File: src/rtl/dpc_isqrt.sv
// Pipelined integer square root, STEP root bits resolved per stage.
module dpc_isqrt #(
	parameter int RW   = 27,
	parameter int STEP = 3,
	parameter int SBW  = 8
) (
	input  logic              clk,
	input  logic              arst_n,
	input  logic              en,
	input  logic              in_valid,
	input  logic [2*RW-1:0]   radicand,
	input  logic [SBW-1:0]    sb_in,
	output logic              out_valid,
	output logic [RW-1:0]     root,
	output logic [SBW-1:0]    sb_out
);

	localparam int NST = RW / STEP;
	localparam int SW  = 2 * RW;
	localparam int RMW = RW + 2;

	logic           vld [NST+1];
	logic [RMW-1:0] rem [NST+1];
	logic [RW-1:0]  qr  [NST+1];
	logic [SW-1:0]  src [NST+1];
	logic [SBW-1:0] sb  [NST+1];

	assign vld[0] = in_valid;
	assign rem[0] = '0;
	assign qr[0]  = '0;
	assign src[0] = radicand;
	assign sb[0]  = sb_in;

	for (genvar k = 0; k < NST; k++) begin : g_stage
		logic [RMW-1:0] rem_n;
		logic [RW-1:0]  qr_n;
		logic [SW-1:0]  src_n;

		always_comb begin
			logic [RMW-1:0] t;
			logic [RMW-1:0] trial;
			rem_n = rem[k];
			qr_n  = qr[k];
			src_n = src[k];
			for (int i = 0; i < STEP; i++) begin
				t     = {rem_n[RMW-3:0], src_n[SW-1:SW-2]};
				trial = {qr_n, 2'b01};
				src_n = {src_n[SW-3:0], 2'b00};
				if (t >= trial) begin
					rem_n = t - trial;
					qr_n  = {qr_n[RW-2:0], 1'b1};
				end else begin
					rem_n = t;
					qr_n  = {qr_n[RW-2:0], 1'b0};
				end
			end
		end

		always_ff @(posedge clk or negedge arst_n) begin
			if (!arst_n) begin
				vld[k+1] <= 1'b0;
			end else if (en) begin
				vld[k+1] <= vld[k];
			end
		end

		always_ff @(posedge clk) begin
			if (en) begin
				rem[k+1] <= rem_n;
				qr[k+1]  <= qr_n;
				src[k+1] <= src_n;
				sb[k+1]  <= sb[k];
			end
		end
	end

	assign out_valid = vld[NST];
	assign root      = qr[NST];
	assign sb_out    = sb[NST];

endmodule

File: config.mk
export PLATFORM = sky130hd
export DESIGN_NAME = dpc_isqrt
export DESIGN_NICKNAME = d
export VERILOG_FILES = /design/src/rtl/dpc_isqrt.sv
export SDC_FILE = /design/constraint.sdc
export NUM_CORES = 2
export LEC_CHECK = 0
export BUFFER_PORTS_ARGS = -buffer_cell sky130_fd_sc_hd__buf_2
export CAP_MARGIN = 20
export CORE_ASPECT_RATIO = 0.5
export CORE_MARGIN = 2
export CORE_UTILIZATION = 49
export DETAILED_ROUTE_END_ITERATION = 10
export GPL_TIMING_DRIVEN = 0
export SKIP_LAST_GASP = 1
export SYNTH_ARGS = -nofsm -noshare
export SYNTH_HDL_FRONTEND = slang
export SYNTH_SLANG_ARGS = --single-unit
File: constraint.sdc
create_clock -name clk -period 17.9 [get_ports clk]
set_clock_uncertainty 0.1 [all_clocks]
set_input_delay 5.37 -clock clk [delete_from_list [all_inputs] [get_ports clk]]
set_output_delay 5.37 -clock clk [all_outputs]
set_load 0.03 [all_outputs]
# After elaboration in Yosys (flattened, before gate mapping)
# Cells that the tools add are included.
[totals] regBits=648 input_bits=66 word_cells=149
[classes] n_addsub=26 order_cmp=27 n_mux=53
[ops] cell="$mux W27" n=26
[ops] cell="$ge A29 B10 Y1" n=1
[ops] cell="$ge A29 B11 Y1" n=1
[ops] cell="$ge A29 B12 Y1" n=1
[ops] cell="$ge A29 B13 Y1" n=1
[ops] cell="$ge A29 B14 Y1" n=1
[ops] cell="$ge A29 B15 Y1" n=1
[ops] cell="$ge A29 B16 Y1" n=1
[ops] cell="$ge A29 B17 Y1" n=1
[ops] cell="$ge A29 B18 Y1" n=1
[ops] cell="$ge A29 B19 Y1" n=1
[ops] cell="$ge A29 B20 Y1" n=1
[ops] cell="$ge A29 B21 Y1" n=1
[ops] cell="$ge A29 B22 Y1" n=1
[ops] cell="$ge A29 B23 Y1" n=1
[ops] cell="$ge A29 B24 Y1" n=1
[ops] cell="$ge A29 B25 Y1" n=1
[ops] cell="$ge A29 B26 Y1" n=1
[ops] cell="$ge A29 B27 Y1" n=1
[ops] cell="$ge A29 B28 Y1" n=1
[ops] cell="$ge A29 B3 Y1" n=1
[ops] cell="$ge A29 B4 Y1" n=1
[ops] cell="$ge A29 B5 Y1" n=1
[ops] cell="$ge A29 B6 Y1" n=1
[ops] cell="31 further kinds" n=57

# Longest topological paths before layout
[depth] word_depth=6 mapped_depth=46

# Worst setup path after synthesis
# OpenSTA, ideal clock, no wires.
[synth_path] path_type="register to register" from="reg rem[87] (netlist bit)" to="reg rem[61] (netlist bit) (data pin)" arrival_time_ns=9.364 setup_slack_ns=8.177 stages_incl_launch_ff=44 path_buffers=7 cell_sequence="edfxtp_1 ha_1 o21a_1 o22ai_1 o311ai_1 nor4bb_1 or2_2 clkbuf_1 buf_1 nor2_1 a21oi_1 ha_1 a21o_1 a21o_1 a21oi_1 o21ai_0 a311oi_1 o22ai_1 [8 not listed] ha_1 clkbuf_1 a21o_1 a21o_1 a21oi_1 a21oi_1 o21a_1 nor2_1 o21bai_1 nor2b_1 and4_1 nor3_1 a21oi_1 nor4_1 and3_1 clkbuf_1 clkbuf_1 mux2_2"
[synth_via] elab_chain_len=6 word_cells_on_any_way=11
[synth_rtl] element="start: declaration" line_no="23" source="logic [RMW-1:0] rem [NST+1];"
[synth_rtl] element="start signal: indexed assignment" line_no="69" source="rem[k+1] <= rem_n;"
[synth_rtl] element="$sub A27 B20 Y27 / $ge A29 B20 Y1 (equally long branches)" line_no="50, 49"
[synth_rtl] element="$mux W27 / $mux W1 (equally long branches)" line_no="49" source="if (t >= trial) begin"
[synth_rtl] element="$ge A29 B21 Y1 / $sub A27 B21 Y27 (equally long branches)" line_no="49, 50"
[synth_rtl] element="$mux W27 / $mux W1 (equally long branches)" line_no="49"
[synth_rtl] element="$sub A27 B22 Y27 / $ge A29 B22 Y1 (equally long branches)" line_no="50, 49"
[synth_rtl] element="$mux W27 *" line_no="49"
[synth_rtl] element="net g_stage[6].rem_n[3]" line_no="35" source="logic [RMW-1:0] rem_n;"
# The timed path passes the listed nets; every way through them passes the cells marked *.
# A chain may end at the register's enable or synchronous reset.

# Final worst setup path
[layout_path] from="reg qr[81] (netlist bit)" to="reg rem[61] (netlist bit) (data pin)"
[layout_via] elab_chain_len=6 word_cells_on_any_way=11
[layout_rtl] element="start: declaration" line_no="24" source="logic [RW-1:0] qr [NST+1];"
[layout_rtl] element="start signal: indexed assignment" line_no="70" source="qr[k+1] <= qr_n;"
[layout_rtl] element="$sub A27 B20 Y27 / $ge A29 B20 Y1 (equally long branches)" line_no="50, 49"
[layout_rtl] element="$mux W27 / $mux W1 (equally long branches)" line_no="49"
[layout_rtl] element="$ge A29 B21 Y1 / $sub A27 B21 Y27 (equally long branches)" line_no="49, 50"
[layout_rtl] element="$mux W27 / $mux W1 (equally long branches)" line_no="49"
[layout_rtl] element="$sub A27 B22 Y27 / $ge A29 B22 Y1 (equally long branches)" line_no="50, 49"
[layout_rtl] element="$mux W27 *" line_no="49"
[layout_rtl] element="net g_stage[6].rem_n[3]" line_no="35"
# Marked as above.

==> impl_metrics.ini <==
[job]
maxCapViolations = 0

[cells_and_area]
syn2layout_area_growth_pct = 8.80
instances_no_fill = 6977
drive_above_1_share_pct = 7.30
antenna_cells = 0
multi_input_area_um2 = 29300
utilization_pct = 53.6
seqCellArea_um2 = 19400
fillers = 9374
nNetsFinal = 6038

[die]
die_h_um = 231
die-area_um2 = 106000
die_w_um = 458
start_util_pct = 49.3
fp-row-count = 83
io-pin-count = 102
core_um2 = 102000

[routing]
totalWireLength_um = 146000
wl_per_cell_um = 20.9
ant_nets = 0
drt_iter0_drc = 3499
via_per_inst = 6.00
drc_errors = 0
first_pass_iters = 6
num_vias = 41900

[critical_path]
rrSetupSlack_ps = 4690
worst-setup-path-type = flip-flop to flip-flop
crit_path_end_kind = flip-flop
cp_common_cell = clkbuf_1
start_kind = flip-flop
cp_max_fo = 10
max_stage_delay_ps = 730
critical_path_required_ps = 18220
slowest_stage = nor4_1
arrival_ps = 13530

[place]
pre_cts_ws_ps = 4780
post-place-cells = 6866
portBuffers = 100
finalWeightedCongestion = 0.954
post-dp-hpwl_um = 116000

[timing]
worstMarginPinSlew_ps = 1100
min_period_over_period_pct = 73.8
fin_hold_ws_ps = 290
setup_viol = 0
rsz0062_at_grt = false
fmax_mhz = 75.7
post-route-min-period_ps = 13210
hold_violations = 0
relSlewSlack_pct = 26.1
slew_viol_final = 0
fin_setup_tns_ps = 0
setup_ws_ps = 4690

[global_route]
grt_pass1_vias = 39100
antenna_found_initial = 5
grt_start_max_net_pins = 133
grt_first_pass_wirelength_um = 224000
grt-ovfl-total = 0
grt_usage_pct = 26.8

[cts]
cts-resized-gates = 0
holdBufCountCts = 0
cts_tree = yes
numCtsBuffers = 59
clock_sinks = 648
clk_latency_ps = 670
htree_levels = 2
clockRootBuffer = clkbuf_16
cts_setup_buffers = 0
cts_max_path_buffers = 3
clk_transition_reported_paths_ps = 70

[synthesis]
synthFlopType = edfxtp_1
synth-seq-cells = 648
syn-instance-count = 5396
yosysTopAreaCell = edfxtp_1
yosysSeqAreaShare_pct = 38.5
ys_warn_count = 0
netlist.area_leader.share_pct = 38.0
synth_area_leaders = edfxtp_1, ha_1, xnor2_1
synthDistinctLibCells = 115
synth.most_common_cell = edfxtp_1
syn_area_per_cell_um2 = 9.36
async_flop_share_pct = 1.39
synth_common_cells = edfxtp_1, nand2_1, a21oi_1
synth_edf_count = 639
syn_area_um2 = 50500

[pwr]
pwr_density_cell_nw_per_um2 = 179
p_leak_nw = 21.9
ir_drop_uv = 127

[min_path]
hold_path.class = flip-flop to flip-flop

[run_status]
status = finished clean
-- placed cells by master, fill, tap and decap left out, types with 107 or more instances in the layout --
| master | count |
|---|---|
| a21o_1 | 179 |
| a21oi_1 | 446 |
| buf_2 | 113 |
| clkbuf_1 | 107 |
| edfxtp_1 | 639 |
| ha_1 | 405 |
| inv_1 | 281 |
| nand2_1 | 468 |
| nand3_1 | 136 |
| nor2_1 | 433 |
| nor3_1 | 137 |
| o21ai_0 | 319 |
| xnor2_1 | 330 |
| xor2_1 | 170 |
-- where the power goes --
part           internal [mW]  switching, mW
combinational           2.44           3.67
clock                  0.770          0.605
sequential              2.11          0.215
-- worst paths after layout --
path	startpoint	end	cells after the start
worst max-delay path	qr[81]$_DFFE_PP_	rem[61]$_DFFE_PP_	45
worst min-delay path	g_stage[5].src_n[44]$_DFFE_PP_	g_stage[6].src_n[50]$_DFFE_PP_	0
worst max register to register	qr[81]$_DFFE_PP_	rem[61]$_DFFE_PP_	45
worst min register to register	g_stage[5].src_n[44]$_DFFE_PP_	g_stage[6].src_n[50]$_DFFE_PP_	0
max in group asynchronous	arst_n	vld[5]$_DFFE_PN0P_	1
min in group asynchronous	arst_n	vld[6]$_DFFE_PN0P_	1
-- stage by stage --
stage	area [um^2]	total power [mW]
global route	54900	10.6
floorplan	50500	6.81
global placement	52700	8.31
CTS	54900	9.76
detailed placement	52900	8.34
finish	54900	9.81
-- logic make-up (layout without fill, tap and decap cells) --
group / Yosys count / count (layout) / synth area share [%]
xor gates and xnor gates: 500 / 500 / 8.67
AOI/OAI and AO/OA: 1534 / 1534 / 19.6
muxes: 85 / 85 / 1.84
DFF: 648 / 648 / 38.5
and+or+nand+nor: 1784 / 1784 / 17.9
buffers and inverters: 439 / 657 / 3.44
adders and majority gates: 405 / 405 / 10.0
other: 1 / 4 / 0.00743
-- sequential cells by signal, indices dropped and copies added (netlist names) --
register and cells:
g_stage.src_n 168, src 32, sb_out 8, root 27, rem 216, vld 8, g_stage.$5.t 16, qr 108
sb 64, out_valid 1
-- critical path, delay by kind of cell (launching register included) --
family | cells | cell delay [ps]
compound gates | 17 | 3720
fa+ha+maj | 3 | 920
buf+inv | 10 | 3370
flops | 1 | 370
mux | 1 | 400
simple gates | 14 | 4040
-- area by class of cell --
cell class | count | share of cell area, %
clock buffers | 62 | 2.71
flip-flops and latches | 648 | 35.3
plain buffers | 147 | 1.17
well taps | 1360 | 3.10
inverters | 292 | 2.00
repair buffers | 107 | 1.20
clock inverters | 49 | 1.06
multi-input cells | 4312 | 53.4
-- per-layer routing --
metal  wire length, um  up-vias  track usage (%)
met5                 0        -                0
met4              3550        0             6.65
met3              7310      177             2.84
met2             66200     1098             43.9
met1             68700    20100             37.9
li1                  -    20500                -
Power figures use the tool's default switching activity.
