<file path="src/rtl/dpc_div.sv">
// Pipelined restoring divider, STEP quotient bits per stage; quotient must fit QW bits.
module dpc_div #(
	parameter int NW   = 52,
	parameter int DW   = 28,
	parameter int QW   = 27,
	parameter int STEP = 3,
	parameter int SBW  = 1
) (
	input  logic            clk,
	input  logic            arst_n,
	input  logic            en,
	input  logic            in_valid,
	input  logic [NW-1:0]   num,
	input  logic [DW-1:0]   den,
	input  logic [SBW-1:0]  sb_in,
	output logic            out_valid,
	output logic [QW-1:0]   quo,
	output logic [SBW-1:0]  sb_out
);

	localparam int NST = QW / STEP;
	localparam int HW  = NW - QW;

	logic           vld [NST+1];
	logic [DW-1:0]  rem [NST+1];
	logic [QW-1:0]  qt  [NST+1];
	logic [QW-1:0]  nlo [NST+1];
	logic [DW-1:0]  dv  [NST+1];
	logic [SBW-1:0] sb  [NST+1];

	assign vld[0] = in_valid;
	assign rem[0] = {{(DW-HW){1'b0}}, num[NW-1:QW]};
	assign qt[0]  = '0;
	assign nlo[0] = num[QW-1:0];
	assign dv[0]  = den;
	assign sb[0]  = sb_in;

	for (genvar k = 0; k < NST; k++) begin : g_stage
		logic [DW-1:0] rem_n;
		logic [QW-1:0] qt_n;
		logic [QW-1:0] nlo_n;

		always_comb begin
			logic [DW:0] t;
			rem_n = rem[k];
			qt_n  = qt[k];
			nlo_n = nlo[k];
			for (int i = 0; i < STEP; i++) begin
				t     = {rem_n, nlo_n[QW-1]};
				nlo_n = {nlo_n[QW-2:0], 1'b0};
				if (t >= {1'b0, dv[k]}) begin
					t    = t - {1'b0, dv[k]};
					qt_n = {qt_n[QW-2:0], 1'b1};
				end else begin
					qt_n = {qt_n[QW-2:0], 1'b0};
				end
				rem_n = t[DW-1:0];
			end
		end

		always_ff @(posedge clk or negedge arst_n) begin
			if (!arst_n) begin
				vld[k+1] <= 1'b0;
			end else if (en) begin
				vld[k+1] <= vld[k];
			end
		end

		always_ff @(posedge clk) begin
			if (en) begin
				rem[k+1] <= rem_n;
				qt[k+1]  <= qt_n;
				nlo[k+1] <= nlo_n;
				dv[k+1]  <= dv[k];
				sb[k+1]  <= sb[k];
			end
		end
	end

	assign out_valid = vld[NST];
	assign quo       = qt[NST];
	assign sb_out    = sb[NST];

endmodule
</file>
<file path="config.mk">
export PLATFORM = sky130hd
export DESIGN_NAME = dpc_div
export DESIGN_NICKNAME = d
export VERILOG_FILES = /design/src/rtl/dpc_div.sv
export SDC_FILE = /design/constraint.sdc
export NUM_CORES = 2
export LEC_CHECK = 0
export BUFFER_PORTS_ARGS = -buffer_cell sky130_fd_sc_hd__buf_4
export CORE_UTILIZATION = 40
export CTS_BUF_LIST = sky130_fd_sc_hd__clkbuf_16
export CTS_CLUSTER_DIAMETER = 50
export DETAILED_ROUTE_END_ITERATION = 7
export PLACE_DENSITY = 0.53
export RECOVER_POWER = 100
export SYNTH_ARGS = -nofsm -noshare
export SYNTH_HDL_FRONTEND = slang
export SYNTH_SLANG_ARGS = --single-unit
</file>
<file path="constraint.sdc">
create_clock -name clk -period 19 [get_ports clk]
set_input_delay 1.9 -clock clk [delete_from_list [all_inputs] [get_ports clk]]
set_output_delay 1.9 -clock clk [all_outputs]
set_load 0.01 [all_outputs]
</file>
# Word level (Yosys, flattened, before mapping)

Cells that the tools add are included.

Bits in registers: 709
Latch bits: 0
Bits in writable memories: 0
ROM bits: 0
Bits of input ports: 85
Output and inout port bits: 29
Logic and storage cells: 157
Memories kept: 0

$add $sub $neg: 26
Multiply operators: 0
Div/mod/pow operators: 0
Magnitude comparators: 27
Equal/unequal tests: 0
Shifts and indexed selects: 0
Multiplexer cells: 53
Bitwise gates (word level): 0
Reductions and logical operators: 0

Operator list:

| kind                                                           | count |
|---|---|
| 29-bit by 28-bit greater-or-equal comparator with 1-bit output | 26 |
| 28-bit 2-to-1 mux                                              | 26 |
| 28-bit subtractor                                              | 25 |
| 26-bit by 28-bit greater-or-equal comparator with 1-bit output | 1 |
| 26-bit by 28-bit subtractor with 28-bit output                 | 1 |
| 1-bit 2-to-1 mux                                               | 27 |

# Longest topological paths before layout

Word-level depth: 6
Gate-level depth with buffers: 42
Gate-level depth less buffers: 38

# Worst setup path after synthesis

Ideal clock, no wire load.

Kind: input-to-reg
Start: input num[26]
End: register rem[244] (netlist bit), data pin
Setup time: 262 ps
Data arrival time: 10099 ps
Required time: 18738 ps
Setup slack: 8639 ps
Stages: 40
Buffers on the path: 7
Cells stage by stage: inv_1 ha_1 fa_1 nand2b_1 a21oi_1 o21ai_0 a21oi_1 a22o_1 o21ai_1 a21oi_1 buf_1 buf_2 mux2_2 ha_1 clkbuf_1 a21o_1 o21bai_1 a21o_1 (+4 left out) o211ai_1 clkbuf_1 buf_1 a21oi_1 ha_1 a21oi_1 o21a_1 a2bb2oi_1 a31oi_1 a2111oi_0 o21ai_0 a221oi_1 o211ai_1 a21oi_1 o211a_2 buf_4 buf_4 mux2_1

Cells in the longest elaborated chain, start to end: 6
Elaborated cells on any way between the ends: 9
Classes of those cells: add/sub (3); order compare (3); mux (3)

Ends and longest elaborated chain:

| element                                                                                                                                 | line   | RTL |
|---|---|---|
| start, declared                                                                                                                         | 13     | `input logic [NW-1:0] num,` |
| 26-bit by 28-bit subtractor with 28-bit output / 26-bit by 28-bit greater-or-equal comparator with 1-bit output (equally long branches) | 52, 51 |  |
| 28-bit 2-to-1 mux *                                                                                                                     | 51     | `if (t >= {1'b0, dv[k]}) begin` |
| 28-bit subtractor / 29-bit by 28-bit greater-or-equal comparator with 1-bit output (equally long branches)                              | 52, 51 |  |
| 28-bit 2-to-1 mux *                                                                                                                     | 51     |  |
| 28-bit subtractor / 29-bit by 28-bit greater-or-equal comparator with 1-bit output (equally long branches)                              | 52, 51 |  |
| 28-bit 2-to-1 mux *                                                                                                                     | 51     |  |
| end signal, assigned by index                                                                                                           | 71     | `rem[k+1] <= rem_n;` |
| end, declared                                                                                                                           | 25     | `logic [DW-1:0] rem [NST+1];` |

Mark *: on every way between the ends. The rest lies on a longest branch, timed or not.
A chain may end at the register's enable or synchronous reset.

# Worst setup path after layout

Start: register dv[197] (netlist bit)
End: register rem[172] (netlist bit), data pin

Cells in the longest elaborated chain, start to end: 6
Elaborated cells on any way between the ends: 9
Classes of those cells: add/sub (3); order compare (3); mux (3)

Ends and longest elaborated chain:

| element                                                                                                    | line   | RTL |
|---|---|---|
| start, declared                                                                                            | 28     | `logic [DW-1:0] dv [NST+1];` |
| start signal, assigned by index                                                                            | 74     | `dv[k+1] <= dv[k];` |
| 28-bit subtractor / 29-bit by 28-bit greater-or-equal comparator with 1-bit output (equally long branches) | 52, 51 |  |
| 28-bit 2-to-1 mux                                                                                          | 51     |  |
| 28-bit subtractor / 29-bit by 28-bit greater-or-equal comparator with 1-bit output (equally long branches) | 52, 51 |  |
| 28-bit 2-to-1 mux                                                                                          | 51     |  |
| 28-bit subtractor / 29-bit by 28-bit greater-or-equal comparator with 1-bit output (equally long branches) | 52, 51 |  |
| 28-bit 2-to-1 mux *                                                                                        | 51     |  |

Marks and branches as above.

==> key figures <==
Floorplanning
  • Row count: 149
  • I/O Pins: between 100 and 150
  • Initial core utilization: 0.402
  • Core area: 165000 um^2
  • Die Wd: approximately 410 um
  • Die Height: 409 um
  • Die area: 167000 um^2

Global routing
  • First-pass GRT wire length: 299000 um
  • Final global-route overflow total: 0
  • Vias in the first global route: just over 50000
  • Initial antenna violation count: 4
  • Largest net degree at the start of global routing: around 130
  • GRT Util Overall: 0.229

Clock network
  • Num Clock Sinks: a little over 700
  • Hold_buf cts: 0
  • Clock latency on the worst-skew pair: ~0.74 ns
  • Number of CTS-inserted buffers: roughly 110
  • CTS tree: built
  • Post-CTS setup buffer count: 0
  • Cts repair resizes: 0
  • Clock transition at path regs: 0.06 ns
  • Clock Tree Root: clkbuf_16
  • Clk buf depth: 3
  • H-tree depth: 3

Synthesis
  • Sequential area share after synthesis: 0.320
  • Synthesized instance count: 6977
  • Syn nets: 7842
  • #FFs+latches synth: 709
  • Number of library cell types mapped by synthesis: roughly 120
  • FFs w/ async S/R, synth: 0.0127
  • Yosys warns: 0
  • Avg Synthesized Cell Area: roughly 9.5 um^2
  • Number of synthesized flops with an enable pin: 700
  • Synthesized area: between 60000 and 70000 um^2
  • Primary FF master, synth: edfxtp_1

Run status
  • Status: complete, but fails checks
  • Failing checks: max-capacitance violations, max-slew violations

Routing
  • DR iter-0 viols: 3834
  • Vias/cell: 5.68
  • First-pass DRT Iterations: 5
  • Final WL: 196000 um
  • Routed vias: 53200
  • DR DRC count: 0
  • Wire per inst: 20.9 um
  • Post-route ant nets: 0

Timing
  • Post-route clock skew: 0.0318 ns
  • FMAX: 70.2 MHz
  • Final setup vio count: 0
  • Relative slew slack: -3.34
  • Fin crit period: between 10 and 15 ns
  • Hold Slack: 0.408 ns
  • Final setup TNS: 0 ns
  • Period utilisation layout: 0.750
  • Count of final hold-check violations: 0
  • Unrepaired setup endpoints after global routing: false
  • Worst-margin pin slew: 6.51 ns
  • Slew Viols, Final: 1115

Worst hold path
  • Type of the worst min-delay path: flop to flop

Critical path
  • Slowest-stage cell, CP: clkbuf_1
  • Req. time, crit path: 19.48 ns
  • Critical path buffer and inverter count: 5
  • Worst Path Arrival: 14.73 ns
  • Delay-heaviest family, CP: compound AO/OA/AOI/OAI gates
  • Most used cell, CP: a31oi_1
  • Crit end category: flop
  • CP Launch Type: flop
  • Crit path largest cell delay: 1.37 ns
  • Worst Path Max Fanout: 42
  • Worst setup path class: flop to flop

Flow run
  • Max Cap Violations: 23

Placed design
  • Placed Area: around 70000 um^2
  • Placer Congestion: 0.931
  • Detailed placement HPWL: 161000 um
  • Input/output buffers: roughly 110

Finish
  • Antenna cell count: 0
  • Share of layout cells above drive strength 1: 0.0929
  • Design area: 72700 um^2
  • Area Growth Syn to Fin: 9.63%
  • Final nets: 7967
-- placed cells by master (no fill, tap or decap), drive strengths merged, types with 184 or more instances in the layout --
master  synthesis  routed
xor2          184     184
a21oi         620     620
mux2          424     424
clkbuf         63     217
xnor2         397     397
ha            754     754
nand2         449     449
nor2          487     487
edfxtp        700     700
inv           475     522
o21ai         414     414
a21o          330     330
-- state kept, by name, summed over array words and instances (netlist names) --
register and count:
g_stage.nlo_n 84, dv 224, sb_out 1, out_valid 1, sb 8, rem 224, nlo 24, qt 108
vld 8, quo 27
-- worst paths after layout --
check                        start       end  slack [ns]  cells past startpoint
setup / recovery           dv[197]  rem[172]        4.75                     35
setup reg to reg           dv[197]  rem[172]        4.75                     35
hold / removal             qt[217]   qt[193]        0.41                      0
max in group asynchronous   arst_n    vld[1]       17.61                      1
min in group asynchronous   arst_n    vld[8]        1.08                      1
hold reg to reg            qt[217]   qt[193]        0.41                      0
-- cell type report --
class / count / area (um^2)
fillers: 16100 / 92100
repair buffers: 145 / 796
inverters: 476 / 1790
clock buffers: 108 / 2700
multi-input cells: 5663 / 42500
flip-flops and latches: 709 / 21200
clock inverters: 92 / 950
well taps: 2189 / 2740
-- metrics by stage --
stage / setup WS (ns) / util / std cells
6_report: 4.75 / 0.441 / 9382
5_1_grt: 3.60 / 0.441 / 9382
4_1_cts: 7.84 / 0.444 / 9382
3_5_place_dp: 7.41 / 0.422 / 9182
3_3_place_gp: 7.57 / 0.422 / 9182
2_1_floorplan: 8.64 / - / 6977
-- cells by family after synthesis --
kind of cell / after synthesis / synth area share
AOI/OAI and AO/OA: 2116 / 0.210
xor gates and xnor gates: 581 / 0.0767
adders and majority gates: 780 / 0.150
buffers and inverters: 605 / 0.0365
DFF: 709 / 0.320
muxes: 466 / 0.0808
and+or+nand+nor: 1720 / 0.125
-- routing by layer --
metal,track usage,vias up,wire length [um]
li1,-,26500,-
met4,0.0737,0,6740
met5,0,-,0
met2,0.409,1080,97800
met1,0.285,25400,85100
met3,0.0233,280,6810
-- synth_stat cells (35+ instances only) --
cell / instances / area, um^2
mux2_2: 334 / 3760
a21oi_1: 614 / 3070
inv_1: 464 / 1740
a31oi_1: 59 / 369
mux2_1: 46 / 518
nor2_1: 485 / 1820
and3_1: 56 / 350
a221o_1: 36 / 360
nand4_1: 100 / 626
ha_1: 754 / 9430
clkbuf_1: 62 / 233
o211ai_1: 40 / 300
or3_1: 37 / 231
a211oi_1: 70 / 526
nand2b_1: 88 / 551
nand3_1: 124 / 621
o21bai_1: 84 / 631
o31ai_1: 52 / 390
edfxtp_1: 700 / 21000
o21a_1: 115 / 863
nor2b_1: 80 / 500
nor3_1: 134 / 671
a21o_1: 330 / 2480
xnor2_1: 397 / 3480
nand2_1: 449 / 1690
mux2_4: 44 / 661
mux2i_1: 42 / 420
and2_1: 35 / 219
xor2_1: 184 / 1610
buf_2: 38 / 190
o21ai_0: 387 / 1940
Power is not shown: default switching activity piles up to over one toggle a cycle in this logic, so the estimate is an artifact.
